===== config.mk =====
export PLATFORM = sky130hd
export DESIGN_NAME = command_frame_builder_crc8
export DESIGN_NICKNAME = d
export VERILOG_FILES = /design/src/hdl/cfb_pkg.sv /design/src/hdl/cfb_cmd_queue.sv /design/src/hdl/cfb_frame_seq.sv /design/src/hdl/command_frame_builder_crc8.sv
export SDC_FILE = /design/constraint.sdc
export NUM_CORES = 1
export LEC_CHECK = 0
export ABC_AREA = 0
export BUFFER_PORTS_ARGS = -buffer_cell sky130_fd_sc_hd__buf_4
export CORE_AREA = 5 5 125 127
export DETAILED_ROUTE_END_ITERATION = 12
export DIE_AREA = 0 0 130 132
export PLACE_DENSITY = 0.43
export SYNTH_ARGS = -nofsm -noshare
export SYNTH_HDL_FRONTEND = slang
export SYNTH_SLANG_ARGS = --single-unit

===== constraint.sdc =====
create_clock -name clk -period 4.15 [get_ports clk]
set_input_delay 0.415 -clock clk [delete_from_list [all_inputs] [get_ports clk]]
set_output_delay 0.415 -clock clk [all_outputs]
set_load 0.01 [all_outputs]

===== src/hdl/cfb_pkg.sv =====
package cfb_pkg;

  localparam logic [7:0] SOF_BYTE = 8'h12;
  localparam logic [7:0] EOF_BYTE = 8'h13;
  localparam logic [7:0] CRC_POLY = 8'hD5;
  localparam logic [7:0] CRC_INIT = 8'h00;

  localparam int unsigned POS_W = 3;

  localparam logic [POS_W-1:0] POS_SOF  = 3'd0;
  localparam logic [POS_W-1:0] POS_ADDR = 3'd1;
  localparam logic [POS_W-1:0] POS_CMD  = 3'd2;
  localparam logic [POS_W-1:0] POS_ARG1 = 3'd3;
  localparam logic [POS_W-1:0] POS_ARG2 = 3'd4;
  localparam logic [POS_W-1:0] POS_CRC  = 3'd5;
  localparam logic [POS_W-1:0] POS_EOF  = 3'd6;

  typedef struct packed {
    logic [7:0] dest_address;
    logic [7:0] command_code;
    logic [7:0] argument_one;
    logic [7:0] argument_two;
  } cmd_t;

  typedef struct packed {
    logic valid;
    cmd_t cmd;
  } head_t;

  function automatic logic [7:0] crc_byte(input logic [7:0] crc_in, input logic [7:0] data);
    logic [7:0] crc;
    logic       differ;
    crc = crc_in;
    for (int b = 0; b < 8; b++) begin
      differ = crc[0] ^ data[b];
      crc = {1'b0, crc[7:1]};
      if (differ) begin
        crc = crc ^ CRC_POLY;
      end
    end
    return crc;
  endfunction

endpackage


===== src/hdl/cfb_cmd_queue.sv =====
module cfb_cmd_queue (
  input  logic          clk,
  input  logic          rst,
  input  logic          in_valid,
  output logic          in_ready,
  input  cfb_pkg::cmd_t in_cmd,
  output cfb_pkg::head_t head,
  input  logic          pop
);

  cfb_pkg::cmd_t entries [2];
  logic       wr_ptr;
  logic       rd_ptr;
  logic [1:0] count;
  logic       push;

  assign in_ready  = (count != 2'd2);
  assign push      = in_valid && in_ready;
  assign head.valid = (count != 2'd0);
  assign head.cmd   = entries[rd_ptr];

  always_ff @(posedge clk) begin
    if (push) begin
      entries[wr_ptr] <= in_cmd;
    end
  end

  always_ff @(posedge clk) begin
    if (rst) begin
      wr_ptr <= 1'b0;
      rd_ptr <= 1'b0;
      count  <= 2'd0;
    end else begin
      if (push) begin
        wr_ptr <= ~wr_ptr;
      end
      if (pop) begin
        rd_ptr <= ~rd_ptr;
      end
      if (push && !pop) begin
        count <= count + 2'd1;
      end else if (pop && !push) begin
        count <= count - 2'd1;
      end
    end
  end

endmodule


===== src/hdl/cfb_frame_seq.sv =====
module cfb_frame_seq (
  input  logic           clk,
  input  logic           rst,
  input  cfb_pkg::head_t head,
  output logic           pop,
  output logic           out_valid,
  input  logic           out_ready,
  output logic [7:0]     frame_byte,
  output logic           last_byte
);

  logic [cfb_pkg::POS_W-1:0] pos;
  logic [cfb_pkg::POS_W-1:0] pos_next;
  logic [7:0] crc;
  logic [7:0] crc_next;
  logic [7:0] byte_sel;
  logic       load;

  assign load = head.valid && (!out_valid || out_ready);
  assign pop  = load && (pos == cfb_pkg::POS_EOF);

  always_comb begin
    case (pos)
      cfb_pkg::POS_SOF:  byte_sel = cfb_pkg::SOF_BYTE;
      cfb_pkg::POS_ADDR: byte_sel = head.cmd.dest_address;
      cfb_pkg::POS_CMD:  byte_sel = head.cmd.command_code;
      cfb_pkg::POS_ARG1: byte_sel = head.cmd.argument_one;
      cfb_pkg::POS_ARG2: byte_sel = head.cmd.argument_two;
      cfb_pkg::POS_CRC:  byte_sel = crc;
      cfb_pkg::POS_EOF:  byte_sel = cfb_pkg::EOF_BYTE;
      default:           byte_sel = cfb_pkg::SOF_BYTE;
    endcase
  end

  always_comb begin
    case (pos)
      cfb_pkg::POS_SOF:  crc_next = cfb_pkg::CRC_INIT;
      cfb_pkg::POS_ADDR,
      cfb_pkg::POS_CMD,
      cfb_pkg::POS_ARG1,
      cfb_pkg::POS_ARG2: crc_next = cfb_pkg::crc_byte(crc, byte_sel);
      default:           crc_next = crc;
    endcase
  end

  assign pos_next = (pos == cfb_pkg::POS_EOF) ? cfb_pkg::POS_SOF : pos + 1'b1;

  always_ff @(posedge clk) begin
    if (rst) begin
      pos       <= cfb_pkg::POS_SOF;
      out_valid <= 1'b0;
    end else begin
      if (load) begin
        pos       <= pos_next;
        out_valid <= 1'b1;
      end else if (out_ready) begin
        out_valid <= 1'b0;
      end
    end
  end

  always_ff @(posedge clk) begin
    if (load) begin
      crc        <= crc_next;
      frame_byte <= byte_sel;
      last_byte  <= (pos == cfb_pkg::POS_EOF);
    end
  end

endmodule


===== src/hdl/command_frame_builder_crc8.sv =====
// Channel | Direction | Handshake          | Word
// command | in        | in_valid/in_ready  | dest_address, command_code, argument_one, argument_two
// frame   | out       | out_valid/out_ready| frame_byte, last_byte
//
// Each command yields seven frame words, one per cycle while out_ready stays high.
// The checksum is built one payload byte per cycle, while the output does not stall, as the payload words leave.
// Reset clears the command queue and the sequencer; no word is pending after it.
// A two-entry command queue lets the input keep accepting while the output stalls.
module command_frame_builder_crc8 (
  input  logic       clk,
  input  logic       rst,
  input  logic       in_valid,
  output logic       in_ready,
  input  logic [7:0] dest_address,
  input  logic [7:0] command_code,
  input  logic [7:0] argument_one,
  input  logic [7:0] argument_two,
  output logic       out_valid,
  input  logic       out_ready,
  output logic [7:0] frame_byte,
  output logic       last_byte
);

  cfb_pkg::cmd_t  in_cmd;
  cfb_pkg::head_t head;
  logic           pop;

  assign in_cmd.dest_address = dest_address;
  assign in_cmd.command_code = command_code;
  assign in_cmd.argument_one = argument_one;
  assign in_cmd.argument_two = argument_two;

  cfb_cmd_queue u_queue (
    .clk      (clk),
    .rst      (rst),
    .in_valid (in_valid),
    .in_ready (in_ready),
    .in_cmd   (in_cmd),
    .head     (head),
    .pop      (pop)
  );

  cfb_frame_seq u_seq (
    .clk        (clk),
    .rst        (rst),
    .head       (head),
    .pop        (pop),
    .out_valid  (out_valid),
    .out_ready  (out_ready),
    .frame_byte (frame_byte),
    .last_byte  (last_byte)
  );

endmodule


Yosys cells after proc, flatten, opt, wreduce, memory -nomap -nowiden

Memories as Yosys holds them, arrays and structs flattened. A register that Yosys moved wholly into a read port is not among the register bits.
Index checks and enable logic that the tools add are counted.

Memory bits (writable): 64
Flip-flop bits (word level): 25
Bits of input ports: 36
Output and inout bits: 11
Memories kept: 1
Logic and storage cells: 79

Memories:

| name            | words | bits a word | rd ports | clocked after Yosys merged registers in | wr ports | RTL line            | source |
|---|---|---|---|---|---|---|---|
| u_queue.entries | 2     | 32          | 1        | 1                                       | 1        | cfb_cmd_queue.sv:11 | `cfb_pkg::cmd_t entries [2];` |

$add $sub $neg: 3
Muxes and demuxes: 26
Eq/ne operators: 7
Reduce and logical (&&, ||, !) cells: 16
Bitwise logic cells: 18

Operators by type and width:

| kind                  | number |
|---|---|
| $mux W8               | 15 |
| $pmux W8 S6           | 1 |
| $not A4 Y5            | 8 |
| $pmux W8 S2           | 1 |
| $eq A3 B3 Y1 const B  | 3 |
| $reduce_bool A2 Y1    | 4 |
| $xor A1 B1 Y1         | 8 |
| $eq A3 B2 Y1 const B  | 2 |
| $mux W1               | 6 |
| $logic_and A1 B1 Y1   | 5 |
| $mux W2               | 2 |
| $reduce_or A4 Y1      | 1 |
| $add A3 B1 Y3 const B | 1 |
| $eq A3 B1 Y1 const B  | 1 |
| $logic_not A1 Y1      | 3 |
| $logic_not A3 Y1      | 1 |
| $mux W3               | 1 |
| $add A2 B1 Y2 const B | 1 |
| $ne A2 B2 Y1 const B  | 1 |
| $not A1 Y1            | 2 |
| $reduce_and A2 Y1     | 1 |
| $sub A2 B1 Y2 const B | 1 |
| $logic_or A1 B1 Y1    | 1 |

Depth between registers and ports, before layout

Gate-level depths: netlist (run 1).

Depth in word-level cells: 26
Mapped depth: 13
Gate-level depth less buffers: 11

Hierarchy

A second synthesis (run 1) with hierarchy kept.

Cells, all modules: 314
Area total of the unflattened synthesis: 4252.8 um^2

Modules (own cells, without submodules):

| module        | area an instance (um^2) | times used | cells an instance | sequential area each (um^2) |
|---|---|---|---|---|
| cfb_cmd_queue | 2538.7                  | 1          | 124               | 2021.9 |
| cfb_frame_seq | 1714.1                  | 1          | 190               | 590.6 |

Worst setup path before layout (run 1)

OpenSTA, ideal clock, no wires.

Kind: register -> register
Start point: register u_seq.pos[0] in the netlist's numbering
End point: register u_seq.crc[0] (data pin)
Required time: 3862 ps
Path slack: 1102 ps
Data arrival time: 2761 ps
Period minus slack after synthesis: 3048 ps
Buffers on the path: 2
Cell stages (with the launch flop): 14
Setup time: 288 ps
Cell sequence: dfxtp_1 > buf_4 > clkbuf_1 > nand2_1 > inv_1 > ha_1 > inv_1 > o22ai_1 > or3_1 > a211o_1 > a211o_1 > and2_1 > xnor3_1 > nor2_1

Cells in the longest elaborated chain, start to end: 26
Elaborated cells between the ends (all ways): 40
Classes of those cells: eq/ne (6); mux (17); bitwise (15); reduce/logical (2)

RTL lines:

| item                                 | RTL line            | source |
|---|---|---|
| from (decl)                          | cfb_frame_seq.sv:12 | `logic [cfb_pkg::POS_W-1:0] pos;` |
| from (signal assigned)               | cfb_frame_seq.sv:50 | `pos <= cfb_pkg::POS_SOF;` |
| from (signal assigned)               | cfb_frame_seq.sv:54 | `pos <= pos_next;` |
| $eq A3 B3 Y1 (tied with other cells) | cfb_frame_seq.sv:23 | `case (pos)` |
| $pmux W8 S6                          | cfb_frame_seq.sv:23 |  |
| $xor A1 B1 Y1                        | cfb_pkg.sv:35       | `differ = crc[0] ^ data[b];` |
| $mux W8                              | cfb_pkg.sv:37       | `if (differ) begin` |
| $mux W8                              | cfb_frame_seq.sv:36 | `case (pos)` |
| $xor A1 B1 Y1                        | cfb_pkg.sv:35       |  |
| $mux W8                              | cfb_pkg.sv:37       |  |
| $mux W8                              | cfb_frame_seq.sv:36 |  |
| [10 not listed]                      | -                   |  |
| $mux W8                              | cfb_pkg.sv:37       |  |
| $mux W8                              | cfb_frame_seq.sv:36 |  |
| $xor A1 B1 Y1                        | cfb_pkg.sv:35       |  |
| $mux W8                              | cfb_pkg.sv:37       |  |
| $mux W8                              | cfb_frame_seq.sv:36 |  |
| $xor A1 B1 Y1                        | cfb_pkg.sv:35       |  |
| $mux W8                              | cfb_pkg.sv:37       |  |
| $pmux W8 S2 (*)                      | cfb_frame_seq.sv:36 |  |
| to (signal assigned)                 | cfb_frame_seq.sv:64 | `crc <= crc_next;` |
| to (decl)                            | cfb_frame_seq.sv:14 | `logic [7:0] crc;` |

Mark *: on every way between the ends. The rest lies on a longest branch, timed or not. The select of a mux whose other input is x is not followed.
A chain may end at the register's enable or synchronous reset.

Final worst setup path (run 1)

Start point: register u_seq.pos[1] in the netlist's numbering
End point: register u_seq.crc[7] (data pin)

Elaborated cells between the ends (all ways): 38
Classes of those cells: eq/ne (6); mux (17); bitwise (13); reduce/logical (2)

RTL lines:

| item                                 | RTL line            | source |
|---|---|---|
| $eq A3 B3 Y1 (tied with other cells) | cfb_frame_seq.sv:23 |  |
| $pmux W8 S6 (*)                      | cfb_frame_seq.sv:23 |  |
| named net u_seq.byte_sel[6]          | cfb_frame_seq.sv:16 | `logic [7:0] byte_sel;` |
| $xor A1 B1 Y1 (*)                    | cfb_pkg.sv:35       |  |
| $mux W8 (*)                          | cfb_pkg.sv:37       |  |
| $mux W8 (*)                          | cfb_frame_seq.sv:36 |  |
| $xor A1 B1 Y1 (*)                    | cfb_pkg.sv:35       |  |
| $mux W8 (*)                          | cfb_pkg.sv:37       |  |
| $pmux W8 S2 (*)                      | cfb_frame_seq.sv:36 |  |

Mark *: on every way through the listed nets, which the timed path passes. The rest lies on a longest branch. The select of a mux whose other input is x is not followed.

==> metrics.txt, run 1 <==
Layout Cells excl Fill 512; vias in the first global route 2462; Buffers on Ports 46; slew margin rel. 44.6%; worst path arrival time 3.50 ns; global-route wire length before repair 13200 µm; drt wl/cell 16.0 µm; most frequent cells in the layout 81 x edfxtp_1, 50 x buf_4, 28 x mux2i_1, 19 x nor2_1, 17 x nand2_1; Initial Util between 20% and 30%; Critical Path Source u_seq.pos[1]; sequential area share after synthesis 66.0%; Core Region between 10000 and 15000 µm²; post-synthesis register bit count 90; Diodes inserted 0; final setup vio count 0; Final HPWL DP 5720 µm; WP data required approximately 4.3 ns; CTS tree yes; Worst path depth 8; complex-gate fraction of the synthesized area 8.41%; CP peak stage delay 0.75 ns; placed cell count 496; CP cell instances nor3b_2 > a2111oi_0 > o221ai_2 > xor2_1 > xnor3_2 > xnor2_2 > xnor2_1 > nor2_1; cells after synthesis 276; Die W 130 µm; max cap viols 0; Clock Sinks 90; post-CTS setup buffer count 0; DR iter-0 viols 109; status finished, final reports clean; Cell variety after synth between 50 and 60; initial antenna violation count 0; commonest non-fill, non-tap cell in the layout edfxtp_1; Mapped Area 3960 µm²; Synthesized Nets 314; Final Critical Period 3.39 ns; Hold Crit Class in2reg; R2R Path End u_seq.crc[7]; Max Freq 295 MHz; crit end category flop; slowest library cell on the worst path a2111oi_0; Max Fanout on Critical Path 20; critical path startpoint category flop; later-pin clock latency in the skew report 0.35 ns; fill count 1428; RSZ-0062 raised after global routing false; final hold vios 0; main combinational cell family by area after synthesis simple AND/OR/NAND/NOR gates; clock buffer count from CTS 9; RR Startpoint u_seq.pos[1]; clock root buffer clkbuf_16; total gr overflow 0; Post-Synth Adder-Cell Area 0.632%; DRC 0; met1 Use GR 13.8%; met3 Use GR under 10%; peak supply drop about 0.00016 V; final WL 8210 µm; vias per inst 4.55; pwr/cell area 568 nW/µm²; Avg Inst Size Synth 14.3 µm²; most used routing layer met2; hold_buf cts 0; CTS max path bufs 2; Setup crit end u_seq.crc[7]; DRT Pass-1 Iters 4; TNS Setup 0 ns; largest net degree at the start of global routing 33; Routed Antenna Nets 0; Global Route Usage Sum 10.2%; synthesis warning total 0; synthesis-to-layout area growth 20.1%; Ports 47; post-synthesis xor/xnor area fraction 4.46%; H-tree Lvls 3; Slew Limit Fails 0; final period utilization 81.7%; Die H 132 µm; die area 17200 µm²; CP Class reg2reg; Leak 0.00169 µW; post-CTS sizing 0; R2R Setup Slk 0.76 ns; vias after detailed routing 2330; Nets approximately 360; mux cell area share after synthesis 7.75%; clk_skew 0.0112 ns; reg2reg path depth 8; CTS clk-pin slew, worst paths 0.07 ns; Post-Synth Simple-Gate Area 9.64%; routability cong. ~0.76; GR Util met2 15.2%; layout cell share with drive strength beyond 1 24.7%; crit-path leading delay family XOR/XNOR gates; WP buf/inv 0; Worst-Margin Slew 0.831 ns; row cnt 44
## worst min-delay path by stage
stage	slack, ns	cells after the start	start	endpoint
after global placement	0.49	2	u_seq.out_valid	u_seq.out_valid
after floorplan	0.47	2	u_queue.rd_ptr	flop
final	0.25	1	argument_one[5]	u_queue.entries[1][13]
after global routing	0.24	1	argument_one[5]	u_queue.entries[1][13]
after CTS	0.24	1	argument_one[5]	u_queue.entries[1][13]
after detailed placement	0.49	2	u_seq.out_valid	u_seq.out_valid
## state kept, by name, indices dropped and copies added, names as in the netlist, 2 cells and up, named ones only
register,cells
u_seq.pos,3
u_seq.frame_byte,8
u_queue.entries,64
u_queue.count,2
u_seq.crc,8
## where the power goes
group	internal [µW]	switching (µW)
Combinational	342	366
Clock	415	366
Sequential	1150	61.9
Total	1910	794
## per-stage QoR
| stage | setup slack, ns | instance area (µm²) | hold WS [ns] | power (µW) | utilization (%) |
|---|---|---|---|---|---|
| after global routing | 0.493 | 4750 | 0.238 | 2860 | 33.2 |
| final | 0.761 | 4750 | 0.250 | 2700 | 33.2 |
| after detailed placement | 0.774 | 4470 | 0.492 | 1950 | 31.2 |
| after global placement | 0.852 | 4470 | 0.487 | 1940 | 31.2 |
| after CTS | 0.766 | 4750 | 0.236 | 2730 | 33.2 |
| after floorplan | 1.10 | 3960 | 0.472 | 1760 | - |
## area by class of cell
type | count | area, µm² | area share (%)
flip-flops and latches | 90 | 2610 | 55.0
multi-input cells | 165 | 1230 | 25.8
repair buffers | 50 | 375 | 7.90
well taps | 184 | 230 | 4.84
clock buffers | 9 | 225 | 4.74
clock inverters | 7 | 56.3 | 1.18
inverters | 7 | 26.3 | 0.553
## kinds of logic after synthesis
| logic type | Yosys count |
|---|---|
| adders and majority gates | 2 |
| DFF | 90 |
| AOI/OAI and AO/OA | 46 |
| and+or+nand+nor | 71 |
| buffers and inverters | 21 |
| xor gates and xnor gates | 16 |
| muxes | 30 |
## cell usage after synthesis, drive strengths merged
master / instances / area, µm²
mux2: 2 / 26.3
nor3: 7 / 35.0
xor2: 9 / 78.8
nand2: 17 / 63.8
nand3: 1 / 5.00
buf: 10 / 80.1
inv: 7 / 26.3
o21bai: 1 / 7.51
a21oi: 8 / 40.0
xnor3: 2 / 46.3
nor2: 20 / 75.1
and3b: 1 / 8.76
a211o: 5 / 43.8
or3b: 3 / 26.3
o21a: 1 / 7.51
and2: 1 / 6.26
o21ai: 6 / 30.0
or3: 4 / 25.0
o221ai: 1 / 15.0
a221oi: 2 / 17.5
o21ba: 1 / 10.0
a311o: 1 / 11.3
nand2b: 3 / 18.8
o22ai: 13 / 93.8
a211oi: 1 / 7.51
edfxtp: 81 / 2430
o31ai: 1 / 7.51
clkbuf: 4 / 16.3
mux2i: 28 / 280
ha: 2 / 25.0
dfxtp: 9 / 180
nor4bb: 4 / 40.0
o211ai: 2 / 15.0
and3: 3 / 18.8
xnor2: 5 / 51.3
nand3b: 1 / 7.51
nor3b: 3 / 32.5
or2: 2 / 12.5
a2111oi: 2 / 18.8
a21o: 1 / 7.51
nor2b: 1 / 6.26
## layer usage
layer / part of all wire [%] / routed length [µm]
met1: 47 / 3830
met2: 46 / 3790
met3: 4.3 / 356
met4: 3.0 / 243
met5: 0 / 0
No activity file was read; power rests on OpenSTA's default activity.
==> run 2: changes to the inputs <==
--- a/config.mk
+++ b/config.mk
@@ -10,7 +10,7 @@
 export CORE_AREA = 5 5 125 127
 export DETAILED_ROUTE_END_ITERATION = 12
 export DIE_AREA = 0 0 130 132
-export PLACE_DENSITY = 0.43
+export PLACE_DENSITY = 0.44
 export SYNTH_ARGS = -nofsm -noshare
 export SYNTH_HDL_FRONTEND = slang
 export SYNTH_SLANG_ARGS = --single-unit
==> constraint.sdc (replaced) <==
create_clock -name clk -period 3 [get_ports clk]
set_input_delay 0.3 -clock clk [delete_from_list [all_inputs] [get_ports clk]]
set_output_delay 0.3 -clock clk [all_outputs]
set_load 0.01 [all_outputs]
==> run 2 against run 1 <==
  * Global-route usage increased by 0.14 points
  * Via count up 2.7%
  * Clock power up 34%
  * Final cell count grew 5.3%
  * Utilization increased by 1.7 points
  * Worst setup slack got worse by 0.62 ns
  * Non-clock buffer count rose by 27
  * Critical path depth up 3
  * Combinational power rose by 58%
  * First-iteration DRC count is 39% higher
  * Total power rose by 43%
  * Fmax increased by 18%
  * Highest routed layer unchanged
==> metrics.txt, run 2 (same netlist as run 1, synthesis figures left out) <==
most frequent cells in the layout 81 x edfxtp_1, 75 x buf_4, 26 x mux2i_1, 19 x nor2_1, 17 x nand2_1; Buffers on Ports 46 (unchanged); RR Startpoint u_seq.pos[2]; Core Util, Final 34.9% (+1.7 points); WP data required 3.09 ns (-1.17 ns); Die H 132 µm (unchanged); Die W 130 µm (unchanged); Ports 47 (unchanged); Diodes inserted 0 (unchanged); Setup WS post-layout 0.137 ns (-0.624 ns); Cells on Worst Hold Path 1 (unchanged); largest register by flop count u_queue.entries; final setup vio count 0 (unchanged); clock root buffer clkbuf_16; global-route wire length before repair 13200 µm (+0.11%); CP Class reg2reg; Final Critical Period 2.86 ns (-0.526 ns); layout cell share with drive strength beyond 1 32.1% (+7.4 points); crit end category flop; vias per inst 4.44 (-2.4%); placed cell count 521 (+5.0%); total gr overflow 0 (unchanged); initial antenna violation count 0 (unchanged); Max Freq 349 MHz (+18%); drt wl/cell 15.7 µm (-2.1%); Hold Slack 0.133 ns (-0.117 ns); Max Fanout on Critical Path 10 (-50%); Clock Sinks 90 (unchanged); Leak 0.00183 µW (+8.2%); Layout Cells excl Fill 539 (+5.3%); worst path arrival time 2.95 ns (-0.55 ns); Worst-Margin Slew 0.552 ns (-0.278 ns); vias after detailed routing 2394 (+2.7%); Initial Util 27.6% (unchanged); max FFs per register 64 (unchanged); final hold vios 0 (unchanged); final period utilization 95.4% (+14 points); total power 3850 µW (+43%); DRT Pass-1 Iters 4 (unchanged); vias in the first global route 2431 (-1.3%); clock buffer count from CTS 9 (unchanged); pwr/cell area 770 nW/µm² (+36%); reg2reg path depth 11 (+3); Hold EP u_queue.entries[0][13]; R2R Setup Slk 0.14 ns (-0.62 ns); Place WS 0.0838 ns (-0.691 ns); Top Registers u_queue.entries x64, u_seq.crc x8, u_seq.frame_byte x8; final WL 8460 µm (+3.0%); Worst Hold Launch argument_one[5]; later-pin clock latency in the skew report 0.35 ns (about the same); status finished, final reports clean; DR iter-0 viols 152 (+39%); Global Route Usage Sum 10.4% (+0.14 points); R2R Path End u_seq.crc[2]; Final HPWL DP 6060 µm (+6.0%); Slew Limit Fails 0 (unchanged); CTS max path bufs 2 (unchanged); Routed Antenna Nets 0 (unchanged); die area 17200 µm² (unchanged); DRC 0 (unchanged); synthesis-to-layout area growth 26.2%; slew margin rel. 62.8% (+18 points); commonest non-fill, non-tap cell in the layout edfxtp_1; peak supply drop 0.000243 V (+49%); max cap viols 0 (unchanged); H-tree Lvls 3 (unchanged); Core Region 14300 µm² (unchanged); CTS clk-pin slew, worst paths 0.07 ns (about the same); clk_skew 0.0107 ns (-0.000451 ns); largest net degree at the start of global routing 33 (unchanged); CTS tree yes; Hold Crit Class in2reg; row cnt 44 (unchanged); routability cong. 0.834 (+9.5%); Nets 388 (+7.5%); critical path startpoint category flop
## run 2: changes by cell type in the layout (fill, tap and decap cells not counted), sizes merged
cell / delta
inv: -2
clkbuf: +1
buf: +27
clkinvlp: +1
## run 2: worst max-delay path, stage by stage (launching register included)
cell,delay (ns)
dfxtp_2,0.37
buf_4,0.15
or3b_1,0.43
o22ai_1,0.21
buf_4,0.16
o21bai_1,0.09
a211o_1,0.32
a211o_1,0.33
and3_1,0.20
buf_4,0.14
o21ai_0,0.14
o31ai_1,0.09
## run 2: stage by stage
stage / area, µm² / setup TNS [ns]
after floorplan: 3960 / 0
after global placement: 4680 / 0
after detailed placement: 4680 / 0
after CTS: 4960 / 0
after global routing: 5000 / -0.00798
final: 5000 / 0
## run 2: worst max path at each step
| stage | startpoint | end | slack [ns] | cells after the start |
|---|---|---|---|---|
| finish | u_seq.pos[2] | u_seq.crc[2] | 0.14 | 11 |
| floorplan | u_seq.pos[0] | u_seq.crc[0] | 0.02 | 13 |
| global route | u_seq.pos[2] | u_seq.crc[2] | -0.008 | 11 |
| detailed placement | u_seq.pos[0] | u_seq.crc[6] | 0.08 | 12 |
| CTS | u_seq.pos[0] | u_seq.crc[1] | 0.06 | 9 |
| global placement | u_seq.pos[0] | u_seq.crc[1] | 0.14 | 9 |
## run 2: repair_timing
action | 4_1_cts | 5_1_grt
endpoints found under the hold margin | 0 | 0
hold buffers | 0 | 0
resized for setup | 0 | 7
endpoints found under the setup margin | 0 | 5
setup buffers | 0 | 2
## run 2: area by class of cell
class	instances	area [µm²]
flip-flops and latches	90	2620
fillers	1401	9320
clock buffers	10	229
multi-input cells	165	1240
inverters	7	26.3
clock inverters	6	50.0
well taps	184	230
repair buffers	77	603
## run 2: per-layer routing
metal	global-route usage [%]	wire [µm]	vias to the layer above	share of wire (%)
li1	-	-	1192	-
met1	13.4	3920	1141	46
met2	15.9	3980	52	47
met3	3.48	415	9	4.9
met4	4.27	147	0	1.7
met5	0	0	-	0
## run 2: report_power, final
part           total [µW]  switching [µW]  internal (µW)  leakage (µW)
clock                1050             484            570      0.000130
combinational        1120             552            572      0.000866
sequential           1670            81.3           1590      0.000836
total                3850            1120           2730       0.00183
